==> src/design/fast_packet_autopilot_status_decoder_defines.svh <==
// ----------------------------------------------------------------------------
// Assertion macros shared by the autopilot status decoder RTL
// Each macro expands to one labeled concurrent assertion.
// ----------------------------------------------------------------------------
`ifndef FAST_PACKET_AUTOPILOT_STATUS_DECODER_DEFINES_SVH
`define FAST_PACKET_AUTOPILOT_STATUS_DECODER_DEFINES_SVH

// Same-cycle implication, disabled during reset
`define FPASD_ASSERT_IMP(lbl, clk, rst, ante, cons, msg) \
  lbl: assert property (@(posedge clk) disable iff (rst) (ante) |-> (cons)) \
    else $error(msg);

// Next-cycle implication, disabled during reset
`define FPASD_ASSERT_NXT(lbl, clk, rst, ante, cons, msg) \
  lbl: assert property (@(posedge clk) disable iff (rst) (ante) |=> (cons)) \
    else $error(msg);

`endif

==> src/design/fpasd_pkg.sv <==
// ----------------------------------------------------------------------------
// fpasd_pkg
// Types and constants for the fast-packet autopilot status decoder.
// ----------------------------------------------------------------------------
`default_nettype none

package fpasd_pkg;

  // Buffer size default (bytes)
  localparam int BUFFER_BYTES_DEF = 32;

  // Identifier filter reset values
  localparam logic [28:0] MASK_RESET  = 29'h1FFF00FF;
  localparam logic [28:0] VALUE_RESET = 29'h1DEF0073;

  // Register indexes
  localparam logic REG_MATCH_MASK  = 1'b0;
  localparam logic REG_MATCH_VALUE = 1'b1;

  // Fast-packet framing
  localparam logic [7:0] FIRST_BYTES      = 8'd6;
  localparam logic [7:0] LATER_BYTES      = 8'd7;
  localparam logic [7:0] DATAGRAM_CODE    = 8'h84;
  localparam logic [7:0] MIN_DATAGRAM_LEN = 8'd11;

  // Angle arithmetic
  localparam logic [8:0] DEG_QUARTER = 9'd90;
  localparam logic [8:0] DEG_FULL    = 9'd360;

  // Pilot mode nibbles and broadcast codes
  localparam logic [3:0] MODE_STANDBY = 4'h0;
  localparam logic [3:0] MODE_AUTO    = 4'h2;
  localparam logic [3:0] MODE_WIND    = 4'h6;
  localparam logic [3:0] MODE_TRACK   = 4'hA;
  localparam logic [8:0] BCAST_STANDBY = 9'd0;
  localparam logic [8:0] BCAST_AUTO    = 9'd64;
  localparam logic [8:0] BCAST_WIND    = 9'd256;
  localparam logic [8:0] BCAST_TRACK   = 9'd384;

  // One memory row: the payload bytes of one frame, lane 0 first
  typedef logic [6:0][7:0] row_t;

  // Rows 0 and 1 fetched for decoding
  typedef struct packed {
    logic valid;
    row_t row0;
    row_t row1;
  } fetch_t;

  // One decoded status result
  typedef struct packed {
    logic [8:0]        heading_deg;
    logic [8:0]        course_deg;
    logic signed [7:0] rudder_deg;
    logic [3:0]        pilot_mode;
    logic [3:0]        alarm_bits;
    logic              mode_changed;
    logic [3:0]        alarm_onset;
    logic              broadcast_valid;
    logic [8:0]        broadcast_mode;
    logic [7:0]        alarm_byte;
  } result_t;

endpackage

`default_nettype wire

==> src/design/fpasd_reasm.sv <==
// ----------------------------------------------------------------------------
// fpasd_reasm
// Frame filter, fast-packet sequencing and the frame-row payload memory.
// ----------------------------------------------------------------------------
`default_nettype none

module fpasd_reasm #(
  parameter int BUFFER_BYTES = fpasd_pkg::BUFFER_BYTES_DEF
) (
  input  logic             clk,
  input  logic             rst,
  input  logic             cfg_write,
  input  logic             cfg_index,
  input  logic [28:0]      cfg_data,
  input  logic             take,
  input  logic             is_extended,
  input  logic             is_data,
  input  logic [28:0]      frame_id,
  input  logic [7:0]       byte_0,
  input  logic [7:0]       byte_1,
  input  logic [7:0]       byte_2,
  input  logic [7:0]       byte_3,
  input  logic [7:0]       byte_4,
  input  logic [7:0]       byte_5,
  input  logic [7:0]       byte_6,
  input  logic [7:0]       byte_7,
  output fpasd_pkg::fetch_t fetch
);
  import fpasd_pkg::*;

  // Frame 0 holds 6 bytes, every later frame 7: one row per frame index
  localparam int ROWS = BUFFER_BYTES / 7 + 1;
  localparam int AW   = (ROWS > 1) ? $clog2(ROWS) : 1;

  logic [28:0] match_mask;
  logic [28:0] match_value;

  logic [7:0] expected_length, expected_length_next;
  logic [7:0] bytes_received, bytes_received_next;
  logic [4:0] next_index, next_index_next;
  logic [2:0] packet_sequence, packet_sequence_next;

  logic [7:0] fb [8];
  logic       hit;
  logic [4:0] idx;
  logic [2:0] seq;
  logic [7:0] left;
  logic [7:0] n;
  logic [7:0] exp_upd;
  logic       done;
  logic       go;
  logic          wr_en;
  logic [AW-1:0] wr_row;
  row_t          wr_data;

  row_t mem [ROWS];
  row_t rd0;
  row_t rd1;
  logic fetch_valid;

  assign fb[0] = byte_0;
  assign fb[1] = byte_1;
  assign fb[2] = byte_2;
  assign fb[3] = byte_3;
  assign fb[4] = byte_4;
  assign fb[5] = byte_5;
  assign fb[6] = byte_6;
  assign fb[7] = byte_7;

  // Configuration registers
  always_ff @(posedge clk) begin
    if (rst) begin
      match_mask  <= MASK_RESET;
      match_value <= VALUE_RESET;
    end else if (cfg_write) begin
      unique case (cfg_index)
        REG_MATCH_MASK:  match_mask  <= cfg_data;
        REG_MATCH_VALUE: match_value <= cfg_data;
      endcase
    end
  end

  // Frame filter
  assign hit = take & is_extended & is_data & ((frame_id & match_mask) == match_value);
  assign idx = fb[0][4:0];
  assign seq = fb[0][7:5];

  // Sequencing and row write
  always_comb begin
    exp_upd              = expected_length;
    bytes_received_next  = bytes_received;
    next_index_next      = next_index;
    packet_sequence_next = packet_sequence;
    wr_en   = 1'b0;
    wr_row  = '0;
    wr_data = '0;
    left    = '0;
    n       = '0;
    if (hit) begin
      if (idx == 5'd0) begin
        if (byte_1 == 8'd0 || byte_1 > 8'(BUFFER_BYTES)) begin
          exp_upd = 8'd0;
        end else begin
          exp_upd              = byte_1;
          bytes_received_next  = (byte_1 < FIRST_BYTES) ? byte_1 : FIRST_BYTES;
          packet_sequence_next = seq;
          next_index_next      = 5'd1;
          wr_en  = 1'b1;
          wr_row = '0;
          for (int j = 0; j < 6; j++) wr_data[j] = fb[j+2];
        end
      end else if (expected_length == 8'd0 || idx != next_index ||
                   seq != packet_sequence) begin
        exp_upd = 8'd0;
      end else begin
        left = (bytes_received < expected_length) ?
               (expected_length - bytes_received) : 8'd0;
        n    = (left < LATER_BYTES) ? left : LATER_BYTES;
        bytes_received_next = bytes_received + n;
        next_index_next     = next_index + 5'd1;
        wr_en  = ({3'b000, idx} < 8'(ROWS));
        wr_row = AW'(idx);
        for (int j = 0; j < 7; j++) wr_data[j] = fb[j+1];
      end
    end
    done = hit && (exp_upd != 8'd0) && (bytes_received_next >= exp_upd);
    go   = done && (exp_upd >= MIN_DATAGRAM_LEN);
    expected_length_next = done ? 8'd0 : exp_upd;
  end

  always_ff @(posedge clk) begin
    if (rst) begin
      expected_length <= 8'd0;
      bytes_received  <= 8'd0;
      next_index      <= 5'd0;
      packet_sequence <= 3'd0;
      fetch_valid     <= 1'b0;
    end else begin
      expected_length <= expected_length_next;
      bytes_received  <= bytes_received_next;
      next_index      <= next_index_next;
      packet_sequence <= packet_sequence_next;
      fetch_valid     <= go;
    end
  end

  // Payload memory: one write port, rows 0 and 1 read for decoding
  always_ff @(posedge clk) begin
    if (wr_en) mem[wr_row] <= wr_data;
  end

  // Registered reads, forwarding a row written in the same cycle
  always_ff @(posedge clk) begin
    rd0 <= (wr_en && wr_row == AW'(0)) ? wr_data : mem[AW'(0)];
    rd1 <= (wr_en && wr_row == AW'(1)) ? wr_data : mem[AW'(1)];
  end

  assign fetch.valid = fetch_valid;
  assign fetch.row0  = rd0;
  assign fetch.row1  = rd1;

endmodule

`default_nettype wire

==> src/design/fpasd_decode.sv <==
// ----------------------------------------------------------------------------
// fpasd_decode
// Decodes the 0x84 status datagram and tracks mode and alarm history.
// ----------------------------------------------------------------------------
`default_nettype none

module fpasd_decode (
  input  logic               clk,
  input  logic               rst,
  input  fpasd_pkg::fetch_t  fetch,
  output logic               push,
  output fpasd_pkg::result_t res
);
  import fpasd_pkg::*;

  logic [7:0] previous_mode;
  logic [7:0] previous_alarms;

  logic [7:0] b4, b5, vw, xy, b8, b9, b10;
  logic [3:0] u, z, m;
  logic [8:0] corr;
  logic [8:0] hdg_raw, crs_raw;
  logic [8:0] bmode;
  logic       bvalid;

  // Payload bytes 4 and 5 sit in row 0, bytes 6 to 10 in row 1
  assign b4  = fetch.row0[4];
  assign b5  = fetch.row0[5];
  assign vw  = fetch.row1[0];
  assign xy  = fetch.row1[1];
  assign b8  = fetch.row1[2];
  assign b9  = fetch.row1[3];
  assign b10 = fetch.row1[4];

  assign u = b5[7:4];
  assign z = b8[3:0];
  assign m = b9[3:0];

  // Heading and course, at most one wrap past 360
  always_comb begin
    unique case (u[3:2])
      2'b00:   corr = 9'd0;
      2'b11:   corr = 9'd2;
      default: corr = 9'd1;
    endcase
    hdg_raw = 9'(u[1:0]) * DEG_QUARTER + {2'b00, vw[5:0], 1'b0} + corr;
    crs_raw = 9'(vw[7:6]) * DEG_QUARTER + {2'b00, xy[7:1]};
  end

  // Broadcast mode code
  always_comb begin
    bvalid = 1'b1;
    unique case (z)
      MODE_STANDBY: bmode = BCAST_STANDBY;
      MODE_AUTO:    bmode = BCAST_AUTO;
      MODE_WIND:    bmode = BCAST_WIND;
      MODE_TRACK:   bmode = BCAST_TRACK;
      default: begin
        bmode  = BCAST_STANDBY;
        bvalid = 1'b0;
      end
    endcase
  end

  assign push = fetch.valid && (b4 == DATAGRAM_CODE);

  always_comb begin
    res.heading_deg     = (hdg_raw >= DEG_FULL) ? hdg_raw - DEG_FULL : hdg_raw;
    res.course_deg      = (crs_raw >= DEG_FULL) ? crs_raw - DEG_FULL : crs_raw;
    res.rudder_deg      = signed'(b10);
    res.pilot_mode      = z;
    res.alarm_bits      = m;
    res.mode_changed    = ({4'h0, z} != previous_mode);
    // equal history yields no onset either way
    res.alarm_onset     = m & ~previous_alarms[3:0];
    res.broadcast_valid = bvalid;
    res.broadcast_mode  = bmode;
    res.alarm_byte      = b9;
  end

  // History of the last decoded status
  always_ff @(posedge clk) begin
    if (rst) begin
      previous_mode   <= 8'hFF;
      previous_alarms <= 8'hFF;
    end else if (push) begin
      previous_mode   <= {4'h0, z};
      previous_alarms <= {4'h0, m};
    end
  end

endmodule

`default_nettype wire

==> src/design/fpasd_outq.sv <==
// ----------------------------------------------------------------------------
// fpasd_outq
// Two-entry result queue that decouples decoding from the receiver.
// ----------------------------------------------------------------------------
`default_nettype none

`include "fast_packet_autopilot_status_decoder_defines.svh"

module fpasd_outq (
  input  logic               clk,
  input  logic               rst,
  input  logic               push,
  input  fpasd_pkg::result_t res_in,
  input  logic               inflight,
  input  logic               out_stall,
  output logic               out_valid,
  output fpasd_pkg::result_t head,
  output logic               full
);
  import fpasd_pkg::*;

  localparam logic [1:0] DEPTH = 2'd2;

  result_t    q [2];
  logic       wr_ptr;
  logic       rd_ptr;
  logic [1:0] count;
  logic       pop;

  assign out_valid = (count != 2'd0);
  assign head      = q[rd_ptr];
  assign pop       = out_valid && !out_stall;
  // stop input while a decode in flight could find no slot
  assign full      = ({1'b0, count} + 3'(inflight)) >= {1'b0, DEPTH};

  // Entry storage
  always_ff @(posedge clk) begin
    if (push) q[wr_ptr] <= res_in;
  end

  // Pointers and fill count
  always_ff @(posedge clk) begin
    if (rst) begin
      wr_ptr <= 1'b0;
      rd_ptr <= 1'b0;
      count  <= 2'd0;
    end else begin
      if (push) wr_ptr <= ~wr_ptr;
      if (pop)  rd_ptr <= ~rd_ptr;
      unique case ({push, pop})
        2'b10:   count <= count + 2'd1;
        2'b01:   count <= count - 2'd1;
        default: count <= count;
      endcase
    end
  end

  `FPASD_ASSERT_IMP(a_no_overflow, clk, rst, push, (count < DEPTH) || pop, "result queue overflow")
  `FPASD_ASSERT_IMP(a_count_range, clk, rst, 1'b1, count <= DEPTH, "result count out of range")
  `FPASD_ASSERT_NXT(a_pop_drains, clk, rst, pop && !push, count == $past(count) - 2'd1, "pop lost")

endmodule

`default_nettype wire

==> src/design/fast_packet_autopilot_status_decoder.sv <==
// ----------------------------------------------------------------------------
// fast_packet_autopilot_status_decoder
// Reassembles fast-packet CAN frames and decodes autopilot status datagrams.
// ----------------------------------------------------------------------------
// Usage:
//   Input channel (in_valid / in_stall) carries one received CAN frame per
//   request. Extended data frames whose masked identifier matches are
//   reassembled by frame index and sequence into a frame-row memory.
//   Output channel (out_valid / out_stall) carries one status result for
//   each completed packet holding an 0x84 datagram of 11 bytes or more.
//   Configuration: cfg_write with cfg_index 0 (match_mask) or 1 (match_value)
//   loads cfg_data at the clock edge; the user must write only while idle (unenforced).
// Timing:
//   One frame accepted per cycle while in_stall is low. A result is shown once
//   the completing frame has passed the registered read of memory rows 0 and
//   1 and then the decode into the two-entry result queue. in_stall rises only
//   when the queue is full, or holds one result with another decode in flight,
//   so frames keep flowing while one result waits.
// Reset:
//   Synchronous, active high. Filter returns to its defaults, reassembly
//   goes idle, the queue empties, mode and alarm history reads as 0xFF.
//   The payload memory is not cleared; only bytes of the current packet
//   are decoded.
// ----------------------------------------------------------------------------
`default_nettype none

module fast_packet_autopilot_status_decoder #(
  parameter int BUFFER_BYTES = fpasd_pkg::BUFFER_BYTES_DEF
) (
  input  logic              clk,
  input  logic              rst,
  input  logic              cfg_write,
  input  logic              cfg_index,
  input  logic [28:0]       cfg_data,
  input  logic              in_valid,
  output logic              in_stall,
  input  logic              is_extended,
  input  logic              is_data,
  input  logic [28:0]       frame_id,
  input  logic [7:0]        byte_0,
  input  logic [7:0]        byte_1,
  input  logic [7:0]        byte_2,
  input  logic [7:0]        byte_3,
  input  logic [7:0]        byte_4,
  input  logic [7:0]        byte_5,
  input  logic [7:0]        byte_6,
  input  logic [7:0]        byte_7,
  output logic              out_valid,
  input  logic              out_stall,
  output logic [8:0]        heading_deg,
  output logic [8:0]        course_deg,
  output logic signed [7:0] rudder_deg,
  output logic [3:0]        pilot_mode,
  output logic [3:0]        alarm_bits,
  output logic              mode_changed,
  output logic [3:0]        alarm_onset,
  output logic              broadcast_valid,
  output logic [8:0]        broadcast_mode,
  output logic [7:0]        alarm_byte
);
  import fpasd_pkg::*;

  fetch_t  fetch;
  result_t dec_res;
  result_t head;
  logic    dec_push;
  logic    full;
  logic    take;

  assign in_stall = full;
  assign take     = in_valid && !in_stall;

  // Filter, sequencing and payload memory
  fpasd_reasm #(
    .BUFFER_BYTES(BUFFER_BYTES)
  ) u_reasm (
    .clk        (clk),
    .rst        (rst),
    .cfg_write  (cfg_write),
    .cfg_index  (cfg_index),
    .cfg_data   (cfg_data),
    .take       (take),
    .is_extended(is_extended),
    .is_data    (is_data),
    .frame_id   (frame_id),
    .byte_0     (byte_0),
    .byte_1     (byte_1),
    .byte_2     (byte_2),
    .byte_3     (byte_3),
    .byte_4     (byte_4),
    .byte_5     (byte_5),
    .byte_6     (byte_6),
    .byte_7     (byte_7),
    .fetch      (fetch)
  );

  // Datagram decode and history
  fpasd_decode u_decode (
    .clk  (clk),
    .rst  (rst),
    .fetch(fetch),
    .push (dec_push),
    .res  (dec_res)
  );

  // Result queue
  fpasd_outq u_outq (
    .clk      (clk),
    .rst      (rst),
    .push     (dec_push),
    .res_in   (dec_res),
    .inflight (fetch.valid),
    .out_stall(out_stall),
    .out_valid(out_valid),
    .head     (head),
    .full     (full)
  );

  assign heading_deg     = head.heading_deg;
  assign course_deg      = head.course_deg;
  assign rudder_deg      = head.rudder_deg;
  assign pilot_mode      = head.pilot_mode;
  assign alarm_bits      = head.alarm_bits;
  assign mode_changed    = head.mode_changed;
  assign alarm_onset     = head.alarm_onset;
  assign broadcast_valid = head.broadcast_valid;
  assign broadcast_mode  = head.broadcast_mode;
  assign alarm_byte      = head.alarm_byte;

endmodule

`default_nettype wire

==> config.mk <==
export PLATFORM = sky130hd
export DESIGN_NAME = fast_packet_autopilot_status_decoder
export DESIGN_NICKNAME = d
export VERILOG_FILES = /design/src/design/fpasd_pkg.sv /design/src/design/fpasd_reasm.sv /design/src/design/fpasd_decode.sv /design/src/design/fpasd_outq.sv /design/src/design/fast_packet_autopilot_status_decoder.sv
export VERILOG_INCLUDE_DIRS = /design/src /design/src/design
export SDC_FILE = /design/constraint.sdc
export NUM_CORES = 1
export LEC_CHECK = 0
export BUFFER_PORTS_ARGS = -buffer_cell sky130_fd_sc_hd__buf_4
export CAP_MARGIN = 25
export CORE_MARGIN = 5
export CORE_UTILIZATION = 59
export DETAILED_ROUTE_END_ITERATION = 6
export PLACE_DENSITY = 0.81
export SETUP_SLACK_MARGIN = 0.2
export SYNTH_ARGS = -nofsm -noshare
export SYNTH_HDL_FRONTEND = slang
export SYNTH_HIERARCHICAL = 1
export SYNTH_SLANG_ARGS = --single-unit
==> constraint.sdc <==
create_clock -name clk -period 6.7 [get_ports clk]
set_input_delay 1.34 -clock clk [delete_from_list [all_inputs] [get_ports clk]]
set_output_delay 1.34 -clock clk [all_outputs]
set_load 0.05 [all_outputs]
**Yosys cells after proc, flatten, opt, wreduce, memory -nomap -nowiden**

Memory sizes are Yosys's and may differ from the RTL's. A register that Yosys moved wholly into a read port is not among the register bits.
Cells that the tools add are included.

- Bits of input ports: 130
- Output and inout bits: 59
- Memory bits (writable): 394
- Register bits after elaboration: 151
- Memories kept: 2

- Add/sub/neg operators: 11
- Multiplexer cells: 40
- Reduce and logical (&&, ||, !) cells: 28
- Eq/ne operators: 14
- Bitwise logic cells: 10
- Multipliers: 2
- Order comparisons: 10

Memory list:

| memory | words | bits a word | read ports | clocked after Yosys merged registers in | wr ports | line | source |
|---|---|---|---|---|---|---|---|
| u_reasm.mem | 5 | 56 | 2 | 0 | 1 | fpasd_reasm.sv:56 | `row_t mem [ROWS];` |
| u_outq.q | 2 | 57 | 1 | 1 | 1 | fpasd_outq.sv:24 | `result_t q [2];` |

Operators with widths:

| cell | number |
|---|---|
| $mux 48 | 3 |
| $mux 56 | 2 |
| $mux 8 | 12 |
| $mux 40 | 1 |
| $and 29x29->29 | 1 |
| $eq 29x29->1 | 1 |
| $pmux 9 s3 | 1 |
| $add 9x7->9 | 2 |
| $ge 9x9->1 const B | 2 |
| $mux 9 | 2 |
| $sub 9x9->9 const B | 2 |
| $logic_not 8->1 | 2 |
| $lt 8x3->1 const B | 2 |
| $mul 2x6->8 const B | 2 |
| $mux 5 | 3 |
| $mux 1 | 11 |
| $add 9x2->9 | 1 |
| $mux 3 | 3 |
| $add 8x8->8 | 1 |
| $eq 8x8->1 const B | 1 |
| $ge 8x4->1 const B | 1 |
| $ge 8x8->1 | 1 |
| $gt 8x6->1 const B | 1 |
| $logic_and 1x1->1 | 8 |
| other kinds (36) | 49 |

**Longest topological paths before layout**

- Depth in word-level cells: 12
- Depth in mapped cells: 27

**Cells and area by module**

Netlist, hierarchy kept.

Modules (own cells, without submodules):

| module | area each (um2) | cells each | times used |
|---|---|---|---|
| fpasd_reasm | 8727.1 | 868 | 1 |
| fpasd_outq | 4320.4 | 202 | 1 |
| fpasd_decode | 1821.7 | 228 | 1 |
| fast_packet_autopilot_status_decoder | 13.8 | 1 | 1 |

**Worst setup path after synthesis**

Ideal clock, no wire load.

- Path type: input-to-reg
- Start point: in frame_id[7]
- End point: reg u_reasm.expected_length[1]
- Data arrival time: 4.953 ns
- Slack: 1.667 ns
- Required time: 6.620 ns
- Stages: 16
- Library setup time: 0.080 ns
- Cell sequence: nand2_1 xnor2_1 or4_1 nor4_4 nand2_1 inv_2 buf_2 a22oi_1 ha_1 a21oi_1 nor2b_1 o21ai_0 a21oi_1 o41ai_1 nor2_1 nor3_1

- Longest elaborated chain between the ends: 8

Ends and longest elaborated chain:

| item | line | source |
|---|---|---|
| from (decl) | fast_packet_autopilot_status_decoder.sv:39 | `input logic [28:0] frame_id,` |
| $and 29x29->29 (*) | fpasd_reasm.sv:84 | `assign hit = take & is_extended & is_data & ((frame_id & match_mask) == match_value);` |
| $eq 29x29->1 (*) | fpasd_reasm.sv:84 |  |
| $and 1x1->1 (*) | fpasd_reasm.sv:84 |  |
| branches (longest 5 deep; another with $ge 8x8->1) | -- |  |
| to (signal assigned) | fpasd_reasm.sv:139 | `expected_length <= expected_length_next;` |
| to (decl) | fpasd_reasm.sv:38 | `logic [7:0] expected_length, expected_length_next;` |

Every way passes the cells marked *.
A chain may end at the register's enable or synchronous reset.

**Worst setup path after layout**

- Start point: reg u_reasm.expected_length[0]
- End point: reg u_reasm.expected_length[4]

- Longest elaborated chain between the ends: 11

Ends and longest elaborated chain:

| item | line | source |
|---|---|---|
| $sub 8x8->8 or $lt 8x8->1 (tied branches) | fpasd_reasm.sv:117, fpasd_reasm.sv:116 |  |
| $mux 8 | fpasd_reasm.sv:116 | `left = (bytes_received < expected_length) ?` |
| $lt 8x3->1 | fpasd_reasm.sv:118 | `n = (left < LATER_BYTES) ? left : LATER_BYTES;` |
| $mux 8 | fpasd_reasm.sv:118 |  |
| $add 8x8->8 | fpasd_reasm.sv:119 | `bytes_received_next = bytes_received + n;` |
| $mux 8 (*) | fpasd_reasm.sv:112 | `end else if (expected_length == 8'd0 \|\| idx != next_index \|\|` |
| $mux 8 (*) | fpasd_reasm.sv:100 | `if (idx == 5'd0) begin` |
| $mux 8 (*) | fpasd_reasm.sv:99 | `if (hit) begin` |
| via u_reasm.bytes_received_next[7] | fpasd_reasm.sv:39 | `logic [7:0] bytes_received, bytes_received_next;` |
| $ge 8x8->1 (*) | fpasd_reasm.sv:126 | `done = hit && (exp_upd != 8'd0) && (bytes_received_next >= exp_upd);` |
| $logic_and 1x1->1 (*) | fpasd_reasm.sv:126 |  |
| $reduce_or 2->1 (no line) (*) | -- |  |

The timed path passes the listed nets; every way through them passes the cells marked *.

==> run metrics <==
Port Buf Inserts 184; clock latency at the later pin of the worst-skew pair 0.53 ns; CTS tree done; CTS buffer count 26; postcts setup bufs 0; cells after synthesis 1199; Layout Nets 1535; cell area after synthesis 12800 um^2; Max Clock Skew 0.0195 ns; Core Footprint 21200 um^2; vias in the first global route 9176; post-layout minimum cycle time 5.72 ns; area delta synth->final 18.6%; synth warn 6; via count 9358; DRC 0; Pre-antenna DRT Iters 5; Ports 189; Routed WL 29100 um; initial core utilization 60.3%; power per cell area 225 nW/um^2; Relative slew margins 35.8%; maximum vdd drop 0.192 mV; Final HPWL DP 20600 um; leading cell types in the layout, fill and taps excluded 223 x nand2_1, 196 x buf_4, 161 x edfxtp_1; WP buf/inv 1; # rows 53; Pleak 0.00646 uW; fin crit share 85.4%; initial antenna violation count 3; layout cell share with drive strength beyond 1 23.6%; max-cap violations 0; Clock Path Buffers 3; first-pass GRT wire length 45800 um; CTS H-tree depth 1; root buf cell clkbuf_16; Crit path max-delay family simple AND/OR/NAND/NOR gates; min-delay worst type reg2reg; Core Util, Final 71.6%; worst-path fanout max 8; GP Congestion 0.833; Critical Path Source Type flop; crit path kind reg2reg; CP max stage delay 0.62 ns; starting DRC count in detailed routing 673; CTS Sinks 258; Die X 157 um; status completed; FMAX 0.175 GHz; CP max-delay cell nor4_1; grt total ovfl 0; hold buffers post-CTS 0; final hold violations 0; largest net degree at the start of global routing 96; crit path DAT 6.09 ns; Final TNS setup 0 ns; Slew Limit Fails 0; # setup viols final 0; die area 24700 um^2; unrepaired setup endpoints after global routing no; Via-to-Cell Ratio 5.69; commonest non-fill, non-tap cell in the layout nand2_1; DRT antenna net count 0; Syn Area/Cell 10.6 um^2; DR WL/cell 17.7 um; Worst EP required 7.06 ns; worst slew pin tran 0.957 ns; Resize count post-CTS 0; GRT Util Overall 23.0%; clock-pin slew on the worst setup and hold paths 0.06 ns; critical path endpoint category flop; Die Y-Extent 157 um
metal layers:
metal	track usage, %	routed length (um)
met5	0	40
met4	6.55	763
met3	5.50	2460
met2	38.7	14100
met1	29.9	11800
per-stage QoR:
| stage | total power [uW] | instances | cell area [um^2] | worst slack (ns) | hold slack [ns] |
|---|---|---|---|---|---|
| 3_5_place_dp | 1910 | 1595 | 14200 | 1.01 | 0.432 |
| 4_1_cts | 3430 | 1643 | 15100 | 1.05 | 0.446 |
| 6_report | 3410 | 1644 | 15100 | 0.978 | 0.445 |
| 5_1_grt | 3520 | 1644 | 15100 | 0.330 | 0.458 |
| 2_1_floorplan | 1810 | 1207 | 12800 | 1.96 | 0.427 |
| 3_3_place_gp | 1900 | 1594 | 14200 | 1.11 | 0.424 |
final cells by class:
class / instances / area [um^2]
timing repair buffer: 197 / 1500
clock inverter: 10 / 135
fill: 1542 / 6010
inverter: 34 / 128
multi-input combinational: 831 / 5450
sequential: 258 / 6780
tap: 275 / 344
clock buffer: 38 / 808
antenna: 1 / 2.50
where the power goes:
part           total, uW  internal [uW]  switching, uW
sequential          1700           1690           13.8
combinational        172           89.6           82.3
clock               1540            952            587
total               3410           2730            683
worst register-to-register path, stage by stage, from the launching register on:
cell	delay [ns]
dfxtp_1	0.39
inv_1	0.06
ha_1	0.22
fa_1	0.40
nor2b_1	0.13
o21ai_0	0.11
a21boi_0	0.27
o21ai_0	0.14
a21boi_0	0.29
nor2_1	0.10
nor4_1	0.62
a21oi_1	0.22
ha_1	0.34
a21oi_1	0.13
nand2_1	0.10
a21o_1	0.21
a21o_1	0.21
nand3_1	0.09
a21o_1	0.12
mux2_2	0.34
nand2_1	0.08
ha_1	0.19
nor3_1	0.06
nor2_1	0.09
o41ai_1	0.10
nor2_1	0.43
nor3_1	0.09
state kept, by name (all words and copies together), names as in the netlist, named ones only:
name	cells
u_decode/previous_mode	5
u_decode/previous_alarms	4
u_reasm/expected_length	8
u_outq/count	2
u_outq/wr_ptr	1
u_reasm/match_mask	29
u_reasm/packet_sequence	3
u_reasm/match_value	29
u_reasm/fetch_valid	1
u_reasm/bytes_received	8
u_reasm/mem	47
u_reasm/next_index	5
u_outq/rd_ptr	1
u_outq/q	114
path summary, 6_finish.rpt:
kind	to	from	depth (start not counted)	slack [ns]
setup / recovery	u_reasm/expected_length[4]	u_reasm/expected_length[0]	26	0.98
hold / removal	u_outq/q[1][36]	u_reasm/mem[1][37]	0	0.44
setup reg to reg	u_reasm/expected_length[4]	u_reasm/expected_length[0]	26	0.98
hold reg to reg	u_outq/q[1][36]	u_reasm/mem[1][37]	0	0.44
(Power assumes the default switching activity.)
